--- config.mk ---
export PLATFORM = sky130hd
export DESIGN_NAME = ip_transport_header_parser_core
export DESIGN_NICKNAME = d
export VERILOG_FILES = /design/src/rtl/ipthp_pkg.sv /design/src/rtl/ipthp_v6_walk.sv /design/src/rtl/ip_transport_header_parser_core.sv
export SDC_FILE = /design/constraint.sdc
export NUM_CORES = 1
export LEC_CHECK = 0
export ABC_CLOCK_PERIOD_IN_PS = 8900
export BUFFER_PORTS_ARGS = -buffer_cell sky130_fd_sc_hd__buf_2
export CAP_MARGIN = 20
export CORE_ASPECT_RATIO = 1.1
export CORE_MARGIN = 2
export CORE_UTILIZATION = 47
export CTS_BUF_LIST = sky130_fd_sc_hd__clkbuf_16
export DETAILED_ROUTE_END_ITERATION = 10
export PLACE_DENSITY = 0.74
export SLEW_MARGIN = 20
export SYNTH_ARGS = -nofsm -noshare
export SYNTH_HDL_FRONTEND = slang
export SYNTH_SLANG_ARGS = --single-unit
export TNS_END_PERCENT = 5
--- constraint.sdc ---
create_clock -name clk_i -period 8.9 [get_ports clk_i]
set_input_delay 1.78 -clock clk_i [delete_from_list [all_inputs] [get_ports clk_i]]
set_output_delay 1.78 -clock clk_i [all_outputs]
set_load 0.02 [all_outputs]
--- src/rtl/ipthp_pkg.sv ---
// ipthp_pkg: request and result types, header constants and walker types
// for the ip transport header parser; no dependencies
package ipthp_pkg;

  // one request: a packet byte with its family and end mark
  typedef struct packed {
    logic [7:0] data_byte;
    logic [1:0] family;
    logic       last_byte;
  } ipthp_req_t;

  // one result per packet
  typedef struct packed {
    logic [1:0]  status;
    logic        is_ipv6;
    logic [15:0] total_length;
    logic [31:0] source_address;
    logic [31:0] dest_address;
    logic        is_fragment;
    logic [15:0] fragment_word;
    logic [7:0]  protocol;
    logic [15:0] source_port;
    logic [15:0] dest_port;
    logic [7:0]  tcp_flag_bits;
  } ipthp_rsp_t;

  // status codes
  localparam logic [1:0] ST_OK   = 2'd0;
  localparam logic [1:0] ST_BAD  = 2'd1;
  localparam logic [1:0] ST_RUNT = 2'd2;

  // address families
  localparam logic [1:0] FAM_V4 = 2'd0;
  localparam logic [1:0] FAM_V6 = 2'd1;

  // ip versions
  localparam logic [3:0] IPV4_VER = 4'd4;
  localparam logic [3:0] IPV6_VER = 4'd6;

  // next header / protocol numbers
  localparam logic [7:0] NH_HOP    = 8'd0;
  localparam logic [7:0] NH_ROUTE  = 8'd43;
  localparam logic [7:0] NH_FRAG   = 8'd44;
  localparam logic [7:0] NH_DSTOPT = 8'd60;
  localparam logic [7:0] PROTO_TCP = 8'd6;
  localparam logic [7:0] PROTO_UDP = 8'd17;

  // header sizes and byte offsets
  localparam int unsigned V4_MIN_HDR     = 20;
  localparam int unsigned V6_HDR         = 40;
  localparam int unsigned V6_NH_POS      = 6;
  localparam int unsigned FRAG_HDR_BYTES = 8;
  localparam int unsigned FRAG_OFF_POS   = 2;
  localparam int unsigned TCP_MIN        = 20;
  localparam int unsigned UDP_MIN        = 8;
  localparam int unsigned TP_SPORT       = 0;
  localparam int unsigned TP_DPORT       = 2;
  localparam int unsigned TP_FLAGS       = 13;

  // ipv6 extension walker phase
  typedef enum logic [2:0] {
    WALK_BASE,
    WALK_EXT,
    WALK_FRAG,
    WALK_XPORT,
    WALK_LATER
  } walk_phase_e;

  // walker view of the packet after the current byte
  typedef struct packed {
    walk_phase_e phase;
    logic [7:0]  nxt;
    logic        frag;
    logic [15:0] src_port;
    logic [15:0] dst_port;
    logic [7:0]  flags;
    logic        short_tcp;
    logic        short_udp;
  } walk_sum_t;

endpackage

--- src/rtl/ipthp_v6_walk.sv ---
// ipthp_v6_walk: byte-serial walker over the ipv6 fixed and extension headers
// depends on ipthp_pkg
module ipthp_v6_walk
  import ipthp_pkg::*;
#(
  parameter int unsigned PosW = 16
) (
  input  logic            clk_i,
  input  logic            rst_ni,
  input  logic            step_i,
  input  logic            clear_i,
  input  logic [PosW-1:0] pos_i,
  input  logic [7:0]      data_i,
  input  logic [PosW-1:0] cap_i,
  output walk_sum_t       sum_o
);

  localparam int unsigned CmpW = (PosW > 11) ? PosW : 11;

  walk_phase_e     phase_q, phase_d;
  logic [7:0]      nxt_q, nxt_d;
  logic [7:0]      nnx_q, nnx_d;
  logic [7:0]      len_q, len_d;
  logic [7:0]      flg_q, flg_d;
  logic [PosW-1:0] hs_q, hs_d;
  logic [15:0]     foff_q, foff_d;
  logic [15:0]     sp_q, sp_d;
  logic [15:0]     dp_q, dp_d;
  logic            frag_q, frag_d;
  logic [PosW-1:0] rel, pos_nx, rem;
  logic [CmpW-1:0] rel_x, ext_last;
  logic            take_nx;
  logic [7:0]      nx_sel;

  function automatic walk_phase_e enter_hdr(logic [7:0] nh);
    walk_phase_e ph;
    if (nh == NH_HOP || nh == NH_ROUTE || nh == NH_DSTOPT) begin
      ph = WALK_EXT;
    end else if (nh == NH_FRAG) begin
      ph = WALK_FRAG;
    end else begin
      ph = WALK_XPORT;
    end
    return ph;
  endfunction

  // offset inside the current header
  assign rel      = pos_i - hs_q;
  assign pos_nx   = pos_i + 1'b1;
  assign rel_x    = CmpW'(rel);
  assign ext_last = CmpW'({len_q, 3'b111});

  // next phase
  always_comb begin
    take_nx = 1'b0;
    nx_sel  = nnx_q;
    phase_d = phase_q;
    if (step_i) begin
      case (phase_q)
        WALK_BASE: begin
          if (pos_i == PosW'(V6_HDR - 1)) begin
            take_nx = 1'b1;
            nx_sel  = nxt_q;
          end
        end
        WALK_EXT: begin
          if (rel_x == ext_last) begin
            take_nx = 1'b1;
          end
        end
        WALK_FRAG: begin
          if (rel == PosW'(FRAG_HDR_BYTES - 1)) begin
            if (foff_q[15:3] != '0) begin
              phase_d = WALK_LATER;
            end else begin
              take_nx = 1'b1;
            end
          end
        end
        default: ;
      endcase
      if (take_nx) begin
        phase_d = enter_hdr(nx_sel);
      end
    end
  end

  // header fields
  always_comb begin
    nxt_d  = nxt_q;
    nnx_d  = nnx_q;
    len_d  = len_q;
    hs_d   = hs_q;
    foff_d = foff_q;
    frag_d = frag_q;
    sp_d   = sp_q;
    dp_d   = dp_q;
    flg_d  = flg_q;
    if (step_i) begin
      case (phase_q)
        WALK_BASE: begin
          if (pos_i == PosW'(V6_NH_POS)) nxt_d = data_i;
        end
        WALK_EXT: begin
          if (rel == '0) nnx_d = data_i;
          if (rel == PosW'(1)) len_d = data_i;
        end
        WALK_FRAG: begin
          if (rel == '0) nnx_d = data_i;
          if (rel == PosW'(FRAG_OFF_POS)) foff_d[15:8] = data_i;
          if (rel == PosW'(FRAG_OFF_POS + 1)) foff_d[7:0] = data_i;
        end
        WALK_XPORT: begin
          if (rel == PosW'(TP_SPORT)) sp_d[15:8] = data_i;
          if (rel == PosW'(TP_SPORT + 1)) sp_d[7:0] = data_i;
          if (rel == PosW'(TP_DPORT)) dp_d[15:8] = data_i;
          if (rel == PosW'(TP_DPORT + 1)) dp_d[7:0] = data_i;
          if (rel == PosW'(TP_FLAGS)) flg_d = data_i;
        end
        default: ;
      endcase
      if (take_nx) begin
        nxt_d = nx_sel;
        hs_d  = pos_nx;
        if (nx_sel == NH_FRAG) frag_d = 1'b1;
      end
    end
  end

  assign rem = cap_i - hs_d;

  always_comb begin
    sum_o.phase     = phase_d;
    sum_o.nxt       = nxt_d;
    sum_o.frag      = frag_d;
    sum_o.src_port  = sp_d;
    sum_o.dst_port  = dp_d;
    sum_o.flags     = flg_d;
    sum_o.short_tcp = rem < PosW'(TCP_MIN);
    sum_o.short_udp = rem < PosW'(UDP_MIN);
  end

  // cleared at reset and at every packet end, so unseen bytes read as zero
  always_ff @(posedge clk_i or negedge rst_ni) begin
    if (!rst_ni) begin
      phase_q <= WALK_BASE;
      nxt_q   <= '0;
      nnx_q   <= '0;
      len_q   <= '0;
      hs_q    <= '0;
      foff_q  <= '0;
      frag_q  <= 1'b0;
      sp_q    <= '0;
      dp_q    <= '0;
      flg_q   <= '0;
    end else if (clear_i) begin
      phase_q <= WALK_BASE;
      nxt_q   <= '0;
      nnx_q   <= '0;
      len_q   <= '0;
      hs_q    <= '0;
      foff_q  <= '0;
      frag_q  <= 1'b0;
      sp_q    <= '0;
      dp_q    <= '0;
      flg_q   <= '0;
    end else begin
      phase_q <= phase_d;
      nxt_q   <= nxt_d;
      nnx_q   <= nnx_d;
      len_q   <= len_d;
      hs_q    <= hs_d;
      foff_q  <= foff_d;
      frag_q  <= frag_d;
      sp_q    <= sp_d;
      dp_q    <= dp_d;
      flg_q   <= flg_d;
    end
  end

`ifndef SYNTHESIS
  a_hs_behind_pos : assert property (@(posedge clk_i) disable iff (!rst_ni)
    (phase_q != WALK_BASE) |-> (hs_q <= pos_i))
    else $error("header start ahead of byte position");

  a_frag_flag : assert property (@(posedge clk_i) disable iff (!rst_ni)
    (phase_q == WALK_FRAG || phase_q == WALK_LATER) |-> frag_q)
    else $error("fragment header walked without fragment flag");

  a_later_sticky : assert property (@(posedge clk_i) disable iff (!rst_ni)
    (phase_q == WALK_LATER && !clear_i) |=> (phase_q == WALK_LATER))
    else $error("walk resumed after a later fragment");

  a_base_exit : assert property (@(posedge clk_i) disable iff (!rst_ni)
    (phase_q == WALK_BASE && !clear_i && phase_d != WALK_BASE)
      |-> (pos_i == PosW'(V6_HDR - 1)))
    else $error("fixed header left early");
`endif

endmodule

--- src/rtl/ip_transport_header_parser_core.sv ---
// the request holding the last byte waits in the input register, and its result is written to the output register
// throughput: one byte per cycle; a last byte waits only while an untaken result is held
// the byte stream is parsed on the fly, fixed fields are captured by position, ipv6
// extension headers are walked by ipthp_v6_walk, so no packet store is needed
// reset (async, active low) clears valid flags, byte counter and all captured fields
// ip_transport_header_parser_core: top level, depends on ipthp_pkg and ipthp_v6_walk
module ip_transport_header_parser_core
  import ipthp_pkg::*;
#(
  parameter int unsigned MAX_CAPTURE_BYTES = 65535
) (
  input  logic       clk_i,
  input  logic       rst_ni,
  input  logic       in_valid_i,
  output logic       in_ready_o,
  input  ipthp_req_t in_req_i,
  output logic       out_valid_o,
  input  logic       out_ready_i,
  output ipthp_rsp_t out_rsp_o
);

  localparam int unsigned PosW = $clog2(MAX_CAPTURE_BYTES + 1);
  localparam int unsigned ExtW = PosW + 1;
  localparam logic [PosW-1:0] MaxPos = PosW'(MAX_CAPTURE_BYTES);

  // ipv4 field positions
  localparam int unsigned P4_TOT   = 2;
  localparam int unsigned P4_FRAG  = 6;
  localparam int unsigned P4_PROTO = 9;
  localparam int unsigned P4_SRC   = 12;
  localparam int unsigned P4_DST   = 16;

  // input register
  ipthp_req_t in_q;
  logic       in_valid_q;

  // output register
  ipthp_rsp_t out_q, rsp_d;
  logic       out_valid_q;

  // handshake and byte counter
  logic            out_free, in_adv, take, is_last;
  logic [PosW-1:0] cnt_q, cnt_d, cap_d;

  // ipv4 capture
  logic [7:0]      b0_q, b0_d, prot_q, prot_d, flg4_q, flg4_d;
  logic [15:0]     tot_q, tot_d, off_q, off_d, sp4_q, sp4_d, dp4_q, dp4_d;
  logic [31:0]     src_q, src_d, dst_q, dst_d;
  logic [5:0]      hl_cur;
  logic [PosW-1:0] base4, rel4;
  logic [7:0]      data;

  // result side
  walk_sum_t       walk;
  logic [ExtW-1:0] cap_x, hlen_x;
  logic            v4_bad, v6_bad, v4_frag;

  // the request moves on unless it closes a packet and the result slot is busy
  assign out_free   = !out_valid_q || out_ready_i;
  assign in_adv     = in_valid_q && (!in_q.last_byte || out_free);
  assign in_ready_o = !in_valid_q || in_adv;
  assign is_last    = in_adv && in_q.last_byte;
  // bytes past the capture limit are dropped
  assign take       = in_adv && (cnt_q < MaxPos);
  assign cap_d      = take ? cnt_q + 1'b1 : cnt_q;
  assign data       = in_q.data_byte;

  always_comb begin
    cnt_d = cnt_q;
    if (is_last) begin
      cnt_d = '0;
    end else if (take) begin
      cnt_d = cap_d;
    end
  end

  always_ff @(posedge clk_i or negedge rst_ni) begin
    if (!rst_ni) begin
      in_valid_q <= 1'b0;
    end else if (in_ready_o) begin
      in_valid_q <= in_valid_i;
    end
  end

  always_ff @(posedge clk_i) begin
    if (in_valid_i && in_ready_o) begin
      in_q <= in_req_i;
    end
  end

  // transport base from the ihl nibble, taken from the current byte at position zero
  assign hl_cur = (cnt_q == '0) ? {data[3:0], 2'b00} : {b0_q[3:0], 2'b00};
  assign base4  = PosW'(hl_cur);
  assign rel4   = cnt_q - base4;

  // ipv4 fields by position; the transport window may overlap the ip header
  always_comb begin
    b0_d   = b0_q;
    tot_d  = tot_q;
    off_d  = off_q;
    prot_d = prot_q;
    src_d  = src_q;
    dst_d  = dst_q;
    sp4_d  = sp4_q;
    dp4_d  = dp4_q;
    flg4_d = flg4_q;
    if (take) begin
      case (cnt_q)
        PosW'(0):             b0_d         = data;
        PosW'(P4_TOT):        tot_d[15:8]  = data;
        PosW'(P4_TOT + 1):    tot_d[7:0]   = data;
        PosW'(P4_FRAG):       off_d[15:8]  = data;
        PosW'(P4_FRAG + 1):   off_d[7:0]   = data;
        PosW'(P4_PROTO):      prot_d       = data;
        PosW'(P4_SRC):        src_d[31:24] = data;
        PosW'(P4_SRC + 1):    src_d[23:16] = data;
        PosW'(P4_SRC + 2):    src_d[15:8]  = data;
        PosW'(P4_SRC + 3):    src_d[7:0]   = data;
        PosW'(P4_DST):        dst_d[31:24] = data;
        PosW'(P4_DST + 1):    dst_d[23:16] = data;
        PosW'(P4_DST + 2):    dst_d[15:8]  = data;
        PosW'(P4_DST + 3):    dst_d[7:0]   = data;
        default: ;
      endcase
      if (cnt_q >= base4) begin
        if (rel4 == PosW'(TP_SPORT)) sp4_d[15:8] = data;
        if (rel4 == PosW'(TP_SPORT + 1)) sp4_d[7:0] = data;
        if (rel4 == PosW'(TP_DPORT)) dp4_d[15:8] = data;
        if (rel4 == PosW'(TP_DPORT + 1)) dp4_d[7:0] = data;
        if (rel4 == PosW'(TP_FLAGS)) flg4_d = data;
      end
    end
  end

  // captured fields restart at zero for each packet
  always_ff @(posedge clk_i or negedge rst_ni) begin
    if (!rst_ni) begin
      cnt_q  <= '0;
      b0_q   <= '0;
      tot_q  <= '0;
      off_q  <= '0;
      prot_q <= '0;
      src_q  <= '0;
      dst_q  <= '0;
      sp4_q  <= '0;
      dp4_q  <= '0;
      flg4_q <= '0;
    end else if (is_last) begin
      cnt_q  <= cnt_d;
      b0_q   <= '0;
      tot_q  <= '0;
      off_q  <= '0;
      prot_q <= '0;
      src_q  <= '0;
      dst_q  <= '0;
      sp4_q  <= '0;
      dp4_q  <= '0;
      flg4_q <= '0;
    end else begin
      cnt_q  <= cnt_d;
      b0_q   <= b0_d;
      tot_q  <= tot_d;
      off_q  <= off_d;
      prot_q <= prot_d;
      src_q  <= src_d;
      dst_q  <= dst_d;
      sp4_q  <= sp4_d;
      dp4_q  <= dp4_d;
      flg4_q <= flg4_d;
    end
  end

  // ipv6 walk runs alongside; the family is only known at the last byte
  ipthp_v6_walk #(
    .PosW (PosW)
  ) u_v6_walk (
    .clk_i   (clk_i),
    .rst_ni  (rst_ni),
    .step_i  (take),
    .clear_i (is_last),
    .pos_i   (cnt_q),
    .data_i  (data),
    .cap_i   (cap_d),
    .sum_o   (walk)
  );

  // result from the state that includes the closing byte
  assign cap_x   = ExtW'(cap_d);
  assign hlen_x  = ExtW'({b0_d[3:0], 2'b00});
  assign v4_bad  = (cap_d < PosW'(V4_MIN_HDR)) || (cap_x < hlen_x) || (b0_d[7:4] != IPV4_VER);
  assign v6_bad  = (cap_d < PosW'(V6_HDR)) || (b0_d[7:4] != IPV6_VER);
  assign v4_frag = off_d[13:0] != '0;

  always_comb begin
    rsp_d         = '0;
    rsp_d.is_ipv6 = in_q.family == FAM_V6;
    case (in_q.family)
      FAM_V4: begin
        rsp_d.total_length   = tot_d;
        rsp_d.source_address = src_d;
        rsp_d.dest_address   = dst_d;
        rsp_d.is_fragment    = v4_frag;
        rsp_d.fragment_word  = (off_d[12:0] != '0) ? off_d : '0;
        rsp_d.protocol       = prot_d;
        if (prot_d == PROTO_TCP) begin
          rsp_d.source_port   = sp4_d;
          rsp_d.dest_port     = dp4_d;
          rsp_d.tcp_flag_bits = flg4_d;
          if (cap_x < hlen_x + ExtW'(TCP_MIN) && !v4_frag) rsp_d.status = ST_RUNT;
        end else if (prot_d == PROTO_UDP) begin
          rsp_d.source_port = sp4_d;
          rsp_d.dest_port   = dp4_d;
          if (cap_x < hlen_x + ExtW'(UDP_MIN) && !v4_frag) rsp_d.status = ST_RUNT;
        end
        if (v4_bad) rsp_d.status = ST_BAD;
      end
      FAM_V6: begin
        rsp_d.is_fragment = walk.frag;
        rsp_d.protocol    = walk.nxt;
        case (walk.phase)
          // extension or fragment header cut short
          WALK_EXT, WALK_FRAG: rsp_d.status = ST_RUNT;
          // later fragment, transport not present
          WALK_LATER:          rsp_d.status = ST_OK;
          WALK_XPORT: begin
            if (walk.nxt == PROTO_TCP) begin
              rsp_d.source_port   = walk.src_port;
              rsp_d.dest_port     = walk.dst_port;
              rsp_d.tcp_flag_bits = walk.flags;
              if (walk.short_tcp && !walk.frag) rsp_d.status = ST_RUNT;
            end else if (walk.nxt == PROTO_UDP) begin
              rsp_d.source_port = walk.src_port;
              rsp_d.dest_port   = walk.dst_port;
              if (walk.short_udp && !walk.frag) rsp_d.status = ST_RUNT;
            end
          end
          default: rsp_d.status = ST_BAD;
        endcase
        if (v6_bad) rsp_d.status = ST_BAD;
      end
      default: rsp_d.status = ST_BAD;
    endcase
    // a bad packet keeps only the family flag
    if (rsp_d.status == ST_BAD) begin
      rsp_d         = '0;
      rsp_d.status  = ST_BAD;
      rsp_d.is_ipv6 = in_q.family == FAM_V6;
    end
  end

  always_ff @(posedge clk_i or negedge rst_ni) begin
    if (!rst_ni) begin
      out_valid_q <= 1'b0;
    end else if (is_last) begin
      out_valid_q <= 1'b1;
    end else if (out_ready_i) begin
      out_valid_q <= 1'b0;
    end
  end

  always_ff @(posedge clk_i) begin
    if (is_last) begin
      out_q <= rsp_d;
    end
  end

  assign out_valid_o = out_valid_q;
  assign out_rsp_o   = out_q;

`ifndef SYNTHESIS
  a_result_from_last : assert property (@(posedge clk_i) disable iff (!rst_ni)
    $rose(out_valid_q) |-> $past(is_last))
    else $error("result without a closing request");

  a_count_restart : assert property (@(posedge clk_i) disable iff (!rst_ni)
    is_last |=> (cnt_q == '0))
    else $error("byte counter not restarted after packet end");

  a_count_limit : assert property (@(posedge clk_i) disable iff (!rst_ni)
    cnt_q <= MaxPos)
    else $error("byte counter beyond capture limit");

  a_bad_clean : assert property (@(posedge clk_i) disable iff (!rst_ni)
    (out_valid_q && out_q.status == ST_BAD)
      |-> (out_q.protocol == '0 && out_q.source_port == '0 && out_q.total_length == '0))
    else $error("bad packet result carries fields");

  a_status_code : assert property (@(posedge clk_i) disable iff (!rst_ni)
    out_valid_q |-> (out_q.status == ST_OK || out_q.status == ST_BAD
                     || out_q.status == ST_RUNT))
    else $error("undefined status code");
`endif

endmodule

==> results.toml <==
[clocking]
tritoncts = "done"
clockRootBuffer = "clkbuf_16"
cts_setup_buffers = 0
path_clk_slew_ns = 0.06
clockBufferDepth = 3
clock_latency_ns = 0.57
htree_levels = 2
cts.sinks = 426
ctsHoldBuffers = 0
cts_made_buffers = 43
post_cts_resize_count = 0

[sta]
skew_ns = 0.0135
drv_slew = 0
max_freq_mhz = 127
finalCritPeriodShare_pct = 88.8
hold_viol = 0
fin_tns_setup_ns = 0
setup_viol = 0
worstMarginPinSlew_ns = 1.12
min_period_ns = 7.90
rsz0062_at_grt = "no"
timing.slew.headroom_pct = 24.9
fin_ws_ns = 0.998

[grt]
grt_pass1_wl_mm = 87.4
gr-usage-all-layers_pct = 23.5
antenna_found_initial = 0
grt_pass1_vias = 15559
grt_max_degree = 172
grt-ovfl-total = 0

[power]
ir_worst_vdd_mv = 0.162
power.leakage_nw = 10.8
power_density_mw_per_mm2 = 216

[floorplanning]
fp.dieH_microns = 227
core_area_sq_mm = 0.0446
io_pins = 165
initial_core_util_pct = 47.8
dieWidth_microns = 207
rows = 81
dieArea_sq_mm = 0.0471

[place]
pre_cts_ws_ns = 1.11
dp_hpwl_mm = 36.7
gp_congestion = 0.933
io_buffers = 164

[final_layout]
final_cell_mix = "nor2_1 (436), dfrtp_1 (267), mux2i_1 (200)"
nFillCells = 3904
final_util_pct = 53.7
final_nets = 2200
syn_to_final_growth_pct = 12.4
drive_gt1_share_pct = 14.8
layout_commonest_cell = "nor2_1"
antenna_cells = 0

[yosys]
synth_area_leaders = "dfrtp_1 (31%), edfxtp_1 (22%), mux2i_1 (9.4%)"
netlist_area_sq_mm = 0.0213
yosysSeqAreaShare_pct = 53.7
syn_avg_cell_area_sq_um = 10.5
async_flop_share_pct = 62.7
synth_top_area_cell = "dfrtp_1"
yosys_warnings = 0
synth-seq-cells = 426
syn_nets = 2092
synth_ff_type = "dfrtp_1"
postSynthCellCount = 2025
yosys.area.top_type_share_pct = 31.3
synth_edf_count = 159
ys_types = 101

[drt]
drtAntennaViolNets = 0
drtIter0Drc = 1375
first_pass_iters = 6
post_drt_wl_per_cell_microns = 20.3
routed_via_density = 5.79
dr_total_vias = 15906
drcViolationCount = 0
drt-total-wl_mm = 55.9

[worst_setup_path]
critPathSlowestCell = "a21oi_4"
critical_path.max_fanout = 32
slowest_delay_ns = 0.70
crit_family = "compound AO/OA/AOI/OAI gates"
critPathKind = "register to register"
startpoint_type = "register"
end_kind = "register"
worst-path-buf-inv = 1
cp_data_required_time_ns = 9.30
crit_arrival_ns = 8.30

[hold_path]
hold_class = "register to register"

[job]
maxCapViolations = 0

[outcome]
run_status = "completed"
-- final timing paths --
check / start / to / slack, ns / cells past startpoint
max: cnt_q[0]$_DFFE_PN0P_ / out_rsp_o[147]$_SDFFCE_PN0P_ / 1.0 / 26
min: tot_q[4]$_DFF_PN0_ / tot_q[4]$_DFF_PN0_ / 0.50 / 2
max reg2reg: cnt_q[0]$_DFFE_PN0P_ / out_rsp_o[147]$_SDFFCE_PN0P_ / 1.0 / 26
min reg2reg: tot_q[4]$_DFF_PN0_ / tot_q[4]$_DFF_PN0_ / 0.50 / 2
max in group asynchronous: rst_ni / dp4_q[3]$_DFF_PN0_ / 6.14 / 2
min in group asynchronous: rst_ni / src_q[25]$_DFF_PN0_ / 1.23 / 1
-- cell families (layout without fill, tap and decap cells) --
kind of cell	Yosys count	after routing	share of synthesized area, %
and+or+nand+nor	794	794	17.0
buffers and inverters	176	319	3.86
AOI/OAI and AO/OA	316	316	10.3
adders and majority gates	52	52	3.12
DFF	426	426	53.7
muxes	204	204	9.62
xor gates and xnor gates	57	57	2.38
-- registers in the layout, summed over array words and instances (netlist names), 8 cells and up --
name              count
u_v6_walk.hs_q       16
u_v6_walk.nxt_q       8
data                  8
b0_q                  8
tot_q                16
flg4_q                8
off_q                16
u_v6_walk.dp_q       16
u_v6_walk.flg_q       8
prot_q                8
cnt_q                16
src_q                32
sp4_q                16
out_rsp_o           148
u_v6_walk.nnx_q       8
u_v6_walk.foff_q     13
dst_q                32
dp4_q                16
u_v6_walk.len_q       8
u_v6_walk.sp_q       16
-- cell type report --
cell class / instances / area, sq um / area share, %
clock buffers: 47 / 1180 / 4.91
clock inverters: 33 / 305 / 1.27
inverters: 53 / 206 / 0.862
multi-input cells: 1423 / 9070 / 37.8
flip-flops and latches: 426 / 11500 / 47.8
well taps: 581 / 727 / 3.03
repair buffers: 186 / 1020 / 4.26
-- worst min-delay path, stage by stage, from the launching register on --
cell and delay (ns):
dfrtp_1 0.32, a21oi_1 0.07, nor2_1 0.07
-- cell usage after synthesis, types with 12 or more instances --
cell type,number
nor2_1,436
dfrtp_1,267
mux2i_1,200
edfxtp_1,159
nand2_1,121
clkbuf_1,85
a21oi_1,80
o21ai_0,53
ha_1,50
inv_1,49
o22a_1,42
xnor2_1,36
nand3_1,29
nor2_2,28
and2_1,26
nor3_1,26
xor2_1,20
nor4_1,18
buf_2,17
nand4_1,16
o22ai_1,15
nand2b_1,14
a31oi_1,13
and3_1,12
nor2b_1,12
-- power breakdown --
group / internal [mW] / switching (mW)
Clock: 1.10 / 0.775
Sequential: 2.13 / 0.0535
Combinational: 0.395 / 0.721
Total: 3.63 / 1.55
-- stage by stage --
| step | instance area (sq um) | cells | hold slack [ns] | total power [mW] |
|---|---|---|---|---|
| after floorplan | 21300 | 2025 | 0.463 | 3.01 |
| after global placement | 22500 | 2669 | 0.483 | 3.30 |
| after detailed placement | 22500 | 2669 | 0.492 | 3.31 |
| after CTS | 24000 | 2749 | 0.507 | 5.21 |
| after global routing | 24000 | 2749 | 0.515 | 5.40 |
| final | 24000 | 2749 | 0.505 | 5.18 |
-- layer usage --
layer	up-vias	track usage, %	wire, microns
li1	7323	-	-
met1	7920	31.6	23700
met2	525	38.1	26800
met3	138	3.41	2980
met4	0	10.6	2370
met5	-	0	0
No activity file was read; power rests on OpenSTA's default activity.
